`src/sn7seg_pkg.sv`:
```
// Shared types, constants and the digit shape table for the seven-segment block.
// No dependencies; imported by every module of the block.
`timescale 1ns / 1ps

package sn7seg_pkg;

  localparam int DigitCount  = 4;
  localparam int BcdW        = 4 * DigitCount;
  localparam int MagW        = 14;
  localparam int DabbleSteps = MagW / 2;
  localparam int StepW       = $clog2(DigitCount);

  localparam logic signed [15:0] ValueMax = 16'sd9999;
  localparam logic signed [15:0] ValueMin = -16'sd999;

  localparam logic [7:0] SegPoint = 8'h80;
  localparam logic [7:0] SegMinus = 8'h40;

  typedef struct packed {
    logic signed [15:0] value;
    logic [2:0]         point_position;
  } sn7seg_req_t;

  typedef struct packed {
    logic [2:0] digit_position;
    logic [7:0] segments;
    logic       last_write;
  } sn7seg_rsp_t;

  // Item as it moves through the conversion stages.
  typedef struct packed {
    logic [BcdW-1:0] bcd;
    logic [MagW-1:0] bin;
    logic            neg;
    logic [2:0]      point;
  } sn7seg_work_t;

  function automatic logic [7:0] digit_shape(input logic [3:0] digit);
    logic [7:0] seg;
    case (digit)
      4'd0: seg = 8'h3F;
      4'd1: seg = 8'h06;
      4'd2: seg = 8'h5B;
      4'd3: seg = 8'h4F;
      4'd4: seg = 8'h66;
      4'd5: seg = 8'h6D;
      4'd6: seg = 8'h7D;
      4'd7: seg = 8'h07;
      4'd8: seg = 8'h7F;
      4'd9: seg = 8'h6F;
      default: seg = 8'h00;
    endcase
    return seg;
  endfunction

endpackage

```
`src/sn7seg_range.sv`:
```
// Entry stage: range check and magnitude of the signed value.
// Depends on sn7seg_pkg.
`timescale 1ns / 1ps

module sn7seg_range import sn7seg_pkg::*; (
  input  logic         clk_i,
  input  logic         rst_ni,
  input  logic         valid_i,
  output logic         ready_o,
  input  sn7seg_req_t  req_i,
  output logic         valid_o,
  input  logic         ready_i,
  output sn7seg_work_t work_o
);

  logic         valid_q;
  logic         in_range;
  logic         neg;
  logic [15:0]  abs_val;
  sn7seg_work_t work_d, work_q;

  assign neg      = req_i.value < 16'sd0;
  assign in_range = (req_i.value <= ValueMax) && (req_i.value >= ValueMin);
  assign abs_val  = neg ? 16'(-req_i.value) : req_i.value;

  always_comb begin
    work_d       = '0;
    work_d.bin   = abs_val[MagW-1:0];
    work_d.neg   = neg;
    work_d.point = req_i.point_position;
  end

  assign ready_o = !valid_q || ready_i;

  // Requests outside the displayable range are taken and dropped here.
  always_ff @(posedge clk_i or negedge rst_ni) begin
    if (!rst_ni) begin
      valid_q <= 1'b0;
    end else if (ready_o) begin
      valid_q <= valid_i && in_range;
    end
  end

  always_ff @(posedge clk_i) begin
    if (ready_o && valid_i) begin
      work_q <= work_d;
    end
  end

  assign valid_o = valid_q;
  assign work_o  = work_q;

endmodule

```
`src/sn7seg_dabble.sv`:
```
// One shift-and-add-3 stage of the binary to BCD conversion.
// Depends on sn7seg_pkg.
`timescale 1ns / 1ps

module sn7seg_dabble import sn7seg_pkg::*; (
  input  logic         clk_i,
  input  logic         rst_ni,
  input  logic         valid_i,
  output logic         ready_o,
  input  sn7seg_work_t work_i,
  output logic         valid_o,
  input  logic         ready_i,
  output sn7seg_work_t work_o
);

  logic            valid_q;
  logic [BcdW-1:0] bcd;
  logic [MagW-1:0] bin;
  sn7seg_work_t    work_d, work_q;

  always_comb begin
    bcd = work_i.bcd;
    bin = work_i.bin;
    for (int s = 0; s < DabbleSteps; s++) begin
      for (int d = 0; d < DigitCount; d++) begin
        if (bcd[4*d +: 4] >= 4'd5) begin
          bcd[4*d +: 4] = bcd[4*d +: 4] + 4'd3;
        end
      end
      {bcd, bin} = {bcd, bin} << 1;
    end
    work_d     = work_i;
    work_d.bcd = bcd;
    work_d.bin = bin;
  end

  assign ready_o = !valid_q || ready_i;

  always_ff @(posedge clk_i or negedge rst_ni) begin
    if (!rst_ni) begin
      valid_q <= 1'b0;
    end else if (ready_o) begin
      valid_q <= valid_i;
    end
  end

  always_ff @(posedge clk_i) begin
    if (ready_o && valid_i) begin
      work_q <= work_d;
    end
  end

  assign valid_o = valid_q;
  assign work_o  = work_q;

endmodule

```
`src/sn7seg_serial.sv`:
```
// Output stage: holds one converted value and sends its four digit writes.
// Depends on sn7seg_pkg.
`timescale 1ns / 1ps

module sn7seg_serial import sn7seg_pkg::*; (
  input  logic         clk_i,
  input  logic         rst_ni,
  input  logic         valid_i,
  output logic         ready_o,
  input  sn7seg_work_t work_i,
  output logic         valid_o,
  input  logic         ready_i,
  output sn7seg_rsp_t  rsp_o
);

  logic             valid_q;
  logic [StepW-1:0] step_q;
  sn7seg_work_t     work_q;
  logic             final_step;
  logic             minus_step;
  logic [StepW-1:0] idx;

  assign final_step = step_q == StepW'(DigitCount - 1);
  assign minus_step = work_q.neg && (step_q == '0);
  assign ready_o    = !valid_q || (ready_i && final_step);

  always_ff @(posedge clk_i or negedge rst_ni) begin
    if (!rst_ni) begin
      valid_q <= 1'b0;
      step_q  <= '0;
    end else if (ready_o) begin
      valid_q <= valid_i;
      step_q  <= '0;
    end else if (ready_i) begin
      step_q  <= step_q + 1'b1;
    end
  end

  always_ff @(posedge clk_i) begin
    if (ready_o && valid_i) begin
      work_q <= work_i;
    end
  end

  // A negative value spends its first write on the minus sign.
  assign idx = step_q - StepW'(work_q.neg);

  always_comb begin
    rsp_o.last_write = final_step;
    if (minus_step) begin
      rsp_o.digit_position = 3'(DigitCount);
      rsp_o.segments       = SegMinus;
    end else begin
      rsp_o.digit_position = 3'(idx) + 3'd1;
      rsp_o.segments       = digit_shape(work_q.bcd[4*idx +: 4]);
      if (3'(idx) == work_q.point) begin
        rsp_o.segments = rsp_o.segments | SegPoint;
      end
    end
  end

  assign valid_o = valid_q;

endmodule

```
`src/signed_number_to_seven_segment.sv`:
```
// Path: a taken request passes the range, conversion and output registers
// before its first digit write is offered. Throughput: one digit write per cycle
// while the receiver is ready; the output stage sends four writes per value from
// one register. Out-of-range values are taken at the input and give no writes.
// Reset: asynchronous, active low; clears all valid bits and the write counter.
`timescale 1ns / 1ps

module signed_number_to_seven_segment import sn7seg_pkg::*; (
  input  logic        clk_i,
  input  logic        rst_ni,
  input  logic        in_valid_i,
  output logic        in_ready_o,
  input  sn7seg_req_t in_req_i,
  output logic        out_valid_o,
  input  logic        out_ready_i,
  output sn7seg_rsp_t out_rsp_o
);

  // The pipeline is four registered stages, each with its own valid bit:
  //   1. range check, sign and magnitude,
  //   2. first half of the shift-and-add-3 binary to BCD conversion,
  //   3. second half of that conversion,
  //   4. the output register, which walks through the four digit writes.
  // Each stage takes a new request whenever it is empty or its contents move
  // on in the same cycle, so a stall at the output backs up stage by stage
  // without losing or repeating anything.

  logic         rng_valid, rng_ready;
  sn7seg_work_t rng_work;
  logic         db0_valid, db0_ready;
  sn7seg_work_t db0_work;
  logic         db1_valid, db1_ready;
  sn7seg_work_t db1_work;

  sn7seg_range u_range (
    .clk_i   (clk_i),
    .rst_ni  (rst_ni),
    .valid_i (in_valid_i),
    .ready_o (in_ready_o),
    .req_i   (in_req_i),
    .valid_o (rng_valid),
    .ready_i (rng_ready),
    .work_o  (rng_work)
  );

  // The magnitude is below 10000, so fourteen shift steps finish the
  // conversion; each of the two stages does half of them.
  sn7seg_dabble u_dabble0 (
    .clk_i   (clk_i),
    .rst_ni  (rst_ni),
    .valid_i (rng_valid),
    .ready_o (rng_ready),
    .work_i  (rng_work),
    .valid_o (db0_valid),
    .ready_i (db0_ready),
    .work_o  (db0_work)
  );

  sn7seg_dabble u_dabble1 (
    .clk_i   (clk_i),
    .rst_ni  (rst_ni),
    .valid_i (db0_valid),
    .ready_o (db0_ready),
    .work_i  (db0_work),
    .valid_o (db1_valid),
    .ready_i (db1_ready),
    .work_o  (db1_work)
  );

  // Positive values write positions 1 to 4 in order. Negative values write
  // the minus sign at position 4 first and then positions 1 to 3. The digit
  // whose index matches the point position gets the decimal point.
  sn7seg_serial u_serial (
    .clk_i   (clk_i),
    .rst_ni  (rst_ni),
    .valid_i (db1_valid),
    .ready_o (db1_ready),
    .work_i  (db1_work),
    .valid_o (out_valid_o),
    .ready_i (out_ready_i),
    .rsp_o   (out_rsp_o)
  );

endmodule

```
`config.mk`:
```
export PLATFORM = sky130hd
export DESIGN_NAME = signed_number_to_seven_segment
export DESIGN_NICKNAME = d
export VERILOG_FILES = /design/src/sn7seg_pkg.sv /design/src/sn7seg_range.sv /design/src/sn7seg_dabble.sv /design/src/sn7seg_serial.sv /design/src/signed_number_to_seven_segment.sv
export SDC_FILE = /design/constraint.sdc
export NUM_CORES = 1
export LEC_CHECK = 0
export ABC_AREA = 1
export BUFFER_PORTS_ARGS = -buffer_cell sky130_fd_sc_hd__buf_2
export CAP_MARGIN = 30
export CORE_MARGIN = 5
export CORE_UTILIZATION = 55
export DETAILED_ROUTE_END_ITERATION = 8
export PLACE_DENSITY_LB_ADDON = 0.1
export SYNTH_ARGS = -nofsm -noshare
export SYNTH_HDL_FRONTEND = slang
export SYNTH_SLANG_ARGS = --single-unit
```
`constraint.sdc`:
```
create_clock -name clk_i -period 6.3 [get_ports clk_i]
set_input_delay 0.63 -clock clk_i [delete_from_list [all_inputs] [get_ports clk_i]]
set_output_delay 0.63 -clock clk_i [all_outputs]
set_load 0.01 [all_outputs]
```
**Word-level counts from Yosys, hierarchy flattened**

Memories as Yosys holds them, arrays and structs flattened.
Index checks and enable logic that the tools add are counted.

- Output and inout bits: 14
- Memories: 1
- Input port bits: 23
- Bits in registers: 91
- Word-level logic and storage cells: 190
- ROM bits: 112

Memory list:

| name | words | bits a word | rd ports | clocked after Yosys merged registers in | wr ports | line | RTL |
|---|---|---|---|---|---|---|---|
| (name not given) | 16 | 7 | 1 | 0 | 0 | sn7seg_pkg.sv:40 | `case (digit)` |

- Multiplexer cells: 51
- Order comparisons: 49
- Reductions and logical operators: 18
- Shifts and indexed selects: 1
- $add $sub $neg: 50
- Equal/unequal tests: 2

Operators with widths:

| operator | count |
|---|---|
| $ge A4 B3 Y1 const B | 42 |
| $mux W4 | 36 |
| $add A4 B2 Y4 const B | 33 |
| $mux W3 | 10 |
| $add A3 B2 Y3 const B | 9 |
| $ge A16 B11 Y1 const B | 1 |
| $le A16 B15 Y1 const B | 1 |
| $lt A16 B1 Y1 const B | 1 |
| $shiftx A16 B5 Y4 | 1 |
| $mux W14 | 1 |
| $neg A14 Y14 | 1 |
| $add A1 B2 Y3 const B | 4 |
| $ge A1 B3 Y1 const B | 4 |
| $mux W11 | 1 |
| $logic_and A1 B1 Y1 | 8 |
| $mux W8 | 1 |
| $logic_not A1 Y1 | 4 |
| $logic_or A1 B1 Y1 | 4 |
| $mux W2 | 2 |
| $add A2 B1 Y3 const B | 1 |
| $eq A2 B3 Y1 | 1 |
| $add A2 B1 Y2 const B | 1 |
| $eq A2 B2 Y1 const B | 1 |
| $logic_not A2 Y1 | 1 |
| 2 further kinds | 2 |

**Logic depth before layout (Yosys ltp)**

Gate-level depths: netlist of run 1.

- Word-level depth: 14
- Mapped depth: 39
- Gate-level depth less buffers: 39

**By module**

A second synthesis of run 1 with hierarchy kept.

- Cell total of the unflattened synthesis: 1406
- Area, all modules: 9924.5 um2

By module, submodules not included:

| module | cells each | seq. area each (um2) | area an instance (um2) | instances |
|---|---|---|---|---|
| sn7seg_dabble | 564 | 835.8 | 3719.8 | 2 |
| sn7seg_serial | 151 | 675.6 | 1305.0 | 1 |
| sn7seg_range | 127 | 565.5 | 1179.9 | 1 |

**Least setup slack after synthesis of run 1**

Ideal clock, no wire load.

- Path kind: reg-to-reg
- Start: register u_dabble0.work_q, in the netlist u_dabble0.work_o[22]
- End: register u_dabble1.work_q, in the netlist u_dabble1.work_o[31], data pin
- Arrival: 4.604 ns
- Stages on the path, launching flop included: 36
- Clock period less this slack: 4.864 ns
- Setup time: 0.259 ns
- Buffers on the path: 0
- Slack: 1.436 ns
- Data required time: 6.041 ns
- Cell sequence: edfxtp_1 > inv_1 > ha_1 > inv_1 > nand2_2 > nand3_2 > nand2_1 > nand2_1 > nand2_4 > xor2_2 > nand2_1 > ha_1 > a21oi_1 > xor2_1 > inv_1 > ha_1 > or2_2 > nand2_1 > inv_1 > nand2_2 > nand2_1 > o21ai_2 > nand2_2 > nand2_1 > nand2_1 > inv_1 > nand2_1 > ha_1 > a31o_2 > xor2_1 > inv_1 > ha_1 > inv_1 > o21ai_0 > nand2_1 > xor2_1

- Cells in the longest elaborated chain, start to end: 14
- Elaborated cells on any way between the ends: 45
- Classes of those cells: add/sub: 15; order compare: 15; mux: 15

Ends and longest elaborated chain:

| element | line | RTL |
|---|---|---|
| start: declaration | sn7seg_dabble.sv:19 | `sn7seg_work_t work_d, work_q;` |
| start signal: assignment | sn7seg_dabble.sv:49 | `work_q <= work_d;` |
| $add A4 B2 Y4 / $ge A4 B3 Y1 (equally long branches) | sn7seg_dabble.sv:27, sn7seg_dabble.sv:26 |  |
| $mux W4 * | sn7seg_dabble.sv:26 | `if (bcd[4*d +: 4] >= 4'd5) begin` |
| $add A4 B2 Y4 / $ge A4 B3 Y1 (equally long branches) | sn7seg_dabble.sv:27, sn7seg_dabble.sv:26 |  |
| $mux W4 | sn7seg_dabble.sv:26 |  |
| $add A4 B2 Y4, or another cell as far along | sn7seg_dabble.sv:27 | `bcd[4*d +: 4] = bcd[4*d +: 4] + 4'd3;` |
| $mux W4 / $mux W3 (equally long branches) | sn7seg_dabble.sv:26 |  |
| $add A4 B2 Y4, or another cell as far along | sn7seg_dabble.sv:27 |  |
| $mux W4 / $mux W3 (equally long branches) | sn7seg_dabble.sv:26 |  |
| $add A4 B2 Y4, or another cell as far along | sn7seg_dabble.sv:27 |  |
| $mux W4 / $mux W3 (equally long branches) | sn7seg_dabble.sv:26 |  |
| $add A4 B2 Y4, or another cell as far along | sn7seg_dabble.sv:27 |  |
| $mux W4 / $mux W3 (equally long branches) | sn7seg_dabble.sv:26 |  |
| $ge A4 B3 Y1 / $add A3 B2 Y3 (equally long branches) | sn7seg_dabble.sv:26, sn7seg_dabble.sv:27 |  |
| $mux W3 * | sn7seg_dabble.sv:26 |  |
| net u_dabble1.bcd[13] | sn7seg_dabble.sv:17 | `logic [BcdW-1:0] bcd;` |
| end signal: assignment | sn7seg_dabble.sv:49 |  |
| end: declaration | sn7seg_dabble.sv:19 |  |

Mark *: on every way through the listed nets, which the timed path passes. The rest lies on a longest branch.
A chain may end at the register's enable or synchronous reset.

**Worst setup path in the final report of run 1**

- Start: register u_dabble0.work_q, in the netlist u_dabble0.work_o[22]
- End: register u_dabble1.work_q, in the netlist u_dabble1.work_o[32], data pin

Same word-level chain as after synthesis.

==> impl_metrics.yaml, run 1 <==
job:
  max_cap_violations: 0
critical_path:
  critPathBufInv: 7
  endpoint_kind: "flip-flop"
  worst-setup-path-type: "flip-flop to flip-flop"
  crit_fanout: 5
  crit_arrival_ns: 5.52
  cp_slowest_cell: "edfxtp_1"
  path_common_cell: "nand2_1"
  cp-start-kind: "flip-flop"
  critical_path_required_ns: 6.39
  critical_path.max_stage_delay_ns: 0.44
  cp_top_family: "simple AND/OR/NAND/NOR gates"
synth:
  synthCells: 717
  seq_area_frac_synth_pct: 41.29
  synth-edff-count: 78
  syn_area_per_cell_um2: 8.418
  ys_seq_elements: 84
  synthesis.nets: 778
  synth-main-ff-cell: "edfxtp_1"
  synth_area_um2: 6036
  synth_cell_types: 41
  yosys_warnings: 0
  async_flop_share_pct: 7.143
placement:
  hpwl_um: 8299
  numPortBuffers: 36
  place_congestion: 0.8420
drt:
  antenna_left: 0
  post-route-drc-count: 0
  wl_per_cell_um: 11.20
  dr.pass1.iters: 5
  vias: 4569
  wirelength_um: 10170
  drtIter0Drc: 189
  vias_per_cell: 5.032
clock_tree:
  clkSinkCount: 84
  cts-root-buf: "clkbuf_8"
  numCtsBuffers: 9
  cts_tree: "yes"
  clockBufferDepth: 2
  clk_latency_ns: 0.35
  cts_resized: 0
  ctsHoldBuffers: 0
  path_clk_slew_ns: 0.09
  cts_htree_levels: 3
  post_cts_buffers: 0
global_routing:
  antenna_found_initial: 0
  grt_start_max_net_pins: 21
  grt_use_total_pct: 16.56
  grt_pass1_vias: 4511
  overflow: 0
  grt_first_pass_wirelength_um: 18100
cells_and_area:
  n_fill_cell: 909
  areaGrowthSynthToFinish_pct: 9.121
  diodes: 0
  layout.nets: 824
  drive_above_1_share_pct: 19.53
sta:
  rsz0062_at_grt: "no"
  setup_viol: 0
  finalCriticalPeriod_ns: 5.427
  min_period_over_period_pct: 86.15
  setup_tns_ns: 0
  hold_viol_final: 0
  skew_ns: 0.009650
  fmax_ghz: 0.1843
  slew_headroom_pct: 49.99
  finalMaxSlewViolations: 0
  tightest_slew_ns: 0.7493
floorplanning:
  die_w_um: 114.8
  rows: 38
  die_h_um: 114.8
  ios: 37
  fp.coreArea_um2: 10790
  start_util_pct: 55.92
  dieArea_um2: 13170
run_status:
  outcome: "completed"
min_path:
  hold_path_class: "input port to asynchronous set/reset pin"
-- kinds of logic after synthesis --
kind of cell             count (synthesis)  synth area share [%]
AND/OR/NAND/NOR                        345                 28.40
XOR/XNOR                                36                 6.094
flip-flops                              84                 41.29
buffers and inverters                  132                 8.271
AO/OA/AOI/OAI                           79                 7.546
multiplexers                             3                0.5182
adder cells (fa/ha/maj)                 38                 7.877
-- routing by layer --
metal | global-route usage [%] | vias up | wire, µm
met5 | 0 | - | 0
met4 | 5.634 | 0 | 112
met3 | 3.737 | 8 | 370
met2 | 30.38 | 72 | 5238
met1 | 19.00 | 2069 | 4449
li1 | - | 2420 | -
-- path summary, 6_finish.rpt --
check	startpoint	slack [ns]	depth (start not counted)	end
min in group clk_i	u_range.work_o[8]	0.42	0	u_dabble0.work_o[15]
worst min register to register	u_range.work_o[8]	0.42	0	u_dabble0.work_o[15]
max in group asynchronous	rst_ni	6.03	1	u_serial.valid_o
worst max register to register	u_dabble0.work_o[22]	0.87	36	u_dabble1.work_o[32]
worst max-delay path	u_dabble0.work_o[22]	0.87	36	u_dabble1.work_o[32]
worst min-delay path	rst_ni	0.10	1	u_range.valid_o
-- Yosys cell counts (5+ instances only) --
library cell | count | area [µm²]
o21ai_2 | 5 | 43.79
inv_1 | 114 | 427.9
nand3_2 | 14 | 140.1
ha_1 | 38 | 475.5
a21o_1 | 5 | 37.54
xor2_1 | 24 | 210.2
o21ai_0 | 39 | 195.2
nor3_1 | 7 | 35.03
nand2_2 | 43 | 269.0
inv_2 | 15 | 56.30
nand2_4 | 9 | 101.4
nand4_1 | 13 | 81.33
a21oi_1 | 12 | 60.06
nand3_1 | 40 | 200.2
dfrtp_1 | 6 | 150.1
nor2_1 | 39 | 146.4
nand2_1 | 166 | 623.1
edfxtp_1 | 78 | 2342
o21ai_1 | 7 | 35.03
xnor2_1 | 8 | 70.07
nand3b_1 | 6 | 45.04
-- registers in the layout, indices dropped and copies added (netlist names) --
| signal | flops |
|---|---|
| u_range.work_o | 18 |
| u_serial.step_q | 2 |
| u_dabble0.work_o | 20 |
| u_dabble0.valid_o | 1 |
| u_serial.work_q | 20 |
| u_dabble1.valid_o | 1 |
| u_range.valid_o | 1 |
| u_dabble1.work_o | 20 |
| u_serial.valid_o | 1 |
-- final cells by class --
cell class / count / area [µm²] / share of cell area, %
clock buffers: 9 / 123.9 / 1.881
clock inverters: 7 / 71.32 / 1.083
inverters: 129 / 484.2 / 7.352
multi-input cells: 501 / 3044 / 46.22
flip-flops and latches: 84 / 2492 / 37.84
well taps: 140 / 175.2 / 2.660
repair buffers: 38 / 195.2 / 2.964
-- cell usage in the layout (no fill, tap or decap), drive strengths merged, types with 2 or more instances in the layout --
master,netlist,routed
o21ai,51,51
xor2,28,28
nand2,218,218
dfrtp,6,6
nand3b,6,6
nor2,39,39
nor3,7,7
nand4,13,13
and2,2,2
a21o,5,5
or2,3,3
inv,129,132
a21oi,12,12
edfxtp,78,78
buf,1,38
a31oi,2,2
xnor2,8,8
mux2i,2,2
clkbuf,2,9
nand3,56,56
o31ai,2,2
clkinv,0,3
ha,38,38
-- per-stage QoR --
step	hold slack [ns]	setup WS, ns	instances	instance area (µm²)	util, %
floorplan	0.3344	1.436	717	6036	-
global placement	0.4023	1.234	892	6391	59.22
detailed placement	0.4045	0.8914	892	6391	59.22
CTS	0.07743	0.8754	908	6586	61.02
global route	0.08265	0.4103	908	6586	61.02
finish	0.1008	0.8726	908	6586	61.02
Power of run 1 is left out: the tool's default activity adds up to more than one toggle a clock period on the data nets, which glitch-free logic cannot reach.
==> inputs of run 2 (changes only) <==
Settings changed: SYNTH_HIERARCHICAL set to 1.
==> run 2 against run 1 <==
Cell count is 83% higher. Area after synthesis increased by 59%. Register-to-register slack worse by 0.13 ns. Fmax decreased by 2.3%. Hold slack gained 0.012 ns. Largest cell class unchanged. Routed wire length increased by 53%. Global-route usage is 0.35 points lower. Setup slack worse by 0.13 ns. Via count up 74%. Clock skew barely moved. Synthesized cell count rose by 93%. Critical path type unchanged. First-iteration DRC count increased by 53%.
==> impl_metrics.yaml, run 2 <==
clock_tree:
  post_cts_buffers: 0
  path_clk_slew_ns: 0.07
  clkSinkCount: 91
  clockBufferDepth: 2
  cts_htree_levels: 3
  cts_tree: "yes"
  clk_latency_ns: 0.34
  cts-root-buf: "clkbuf_16"
  ctsHoldBuffers: 0
  numCtsBuffers: 9
global_routing:
  grt_start_max_net_pins: 28
  grt_use_total_pct: 16.21
  overflow: 0
  grtUsageMet3_pct: 2.285
  antenna_found_initial: 0
  grt_first_pass_wirelength_um: 28520
  grt_pass1_vias: 7070
  busiest_layer: "met2"
  grt_use_met2_pct: 27.03
  gr-usage-met1_pct: 22.21
placement:
  numPortBuffers: 36
  placed_area_um2: 10010
  dp_slack_ns: 0.6748
  hpwl_um: 13080
  place_congestion: 0.8481
sta:
  setup_viol: 0
  finalMaxSlewViolations: 0
  min_period_over_period_pct: 88.18
  setup_tns_ns: 0
  rsz0062_at_grt: "no"
  skew_ns: 0.009891
  worst_slack_ns: 0.7448
  fmax_ghz: 0.1800
  hold_viol_final: 0
  finalCriticalPeriod_ns: 5.555
critical_path:
  worst-setup-path-type: "flip-flop to flip-flop"
  r2r_setup_slack_ns: 0.74
  crit_arrival_ns: 5.65
  crit-reg2reg-launch: "u_dabble0/work_o[26]"
  critical_path_required_ns: 6.39
  endpoint_kind: "flip-flop"
  cp-start-kind: "flip-flop"
  crit_fanout: 6
  critical_path.max_stage_delay_ns: 0.40
  startpoint: "u_dabble0/work_o[26]"
  cp_slowest_cell: "edfxtp_1"
  path_common_cell: "nand2_1"
cells_and_area:
  final_area_um2: 10320
  layout.nets: 1502
  largest_register_ffs: 27
  diodes: 0
  drive_above_1_share_pct: 20.22
  areaGrowthSynthToFinish_pct: 7.466
  final_common_cell: "nand2_1"
  final_cell_mix: "nand2_1 (474), inv_1 (197), nand3_1 (156), nand2_2 (100), edfxtp_1 (85)"
  utilization_pct: 59.87
  n_fill_cell: 1587
drt:
  post-route-drc-count: 0
  wl_per_cell_um: 9.357
  wirelength_um: 15520
  dr.pass1.iters: 5
  vias_per_cell: 4.795
  drtIter0Drc: 289
  vias: 7955
  antenna_left: 0
run_status:
  outcome: "completed"
synth:
  synth_area_um2: 9602
  syn_area_per_cell_um2: 6.943
  yosys_warnings: 6
  synthCells: 1383
min_path:
  hold_path_class: "input port to asynchronous set/reset pin"
floorplanning:
  dieArea_um2: 20200
  die_h_um: 142.1
  ios: 37
  start_util_pct: 55.71
  rows: 48
  die_w_um: 142.1
  fp.coreArea_um2: 17240
job:
  max_cap_violations: 0
==> run 2: layout make-up <==
class | count | area, µm² | share of cell area, %
clock buffers | 12 | 266.5 | 2.583
clock inverters | 4 | 31.28 | 0.3031
inverters | 230 | 867.1 | 8.403
multi-input cells | 1057 | 5952 | 57.68
flip-flops and latches | 91 | 2703 | 26.19
well taps | 225 | 281.5 | 2.728
repair buffers | 40 | 217.7 | 2.110
==> run 2: critical path, delay by kind of cell, from the launching register on <==
| family | cells | cell delay (ns) |
|---|---|---|
| adders and majority gates | 7 | 1.22 |
| buffers and inverters | 12 | 0.72 |
| DFF | 1 | 0.40 |
| and+or+nand+nor | 33 | 2.96 |
==> run 2: final timing paths <==
kind / endpoint / cells past startpoint
setup / recovery: u_dabble1/work_o[32] / 52
hold / removal: u_dabble1/valid_o / 1
setup reg to reg: u_dabble1/work_o[32] / 52
hold reg to reg: u_dabble0/work_o[0] / 0
max in group asynchronous: u_serial/valid_o / 1
min in group clk_i: u_dabble0/work_o[0] / 0
==> run 2: per-layer routing <==
metal | vias up | part of all wire [%]
li1 | 4480 | -
met5 | - | 0
met1 | 3413 | 52
met3 | 10 | 1.9
met4 | 0 | 1.1
met2 | 52 | 45
==> run 2: timing repair <==
action | in CTS | in global routing
setup endpoints to repair | 0 | 2
resized for setup | 0 | 2
endpoints found under the hold margin | 0 | 0
==> run 2: stage by stage <==
| step | hold slack (ns) | instances |
|---|---|---|
| after floorplan | 0.3344 | 1398 |
| after global placement | 0.4030 | 1642 |
| after detailed placement | 0.4045 | 1643 |
| after CTS | 0.1039 | 1659 |
| after global routing | 0.1047 | 1659 |
| final | 0.1133 | 1659 |
Power of run 2 is left out for the same reason.
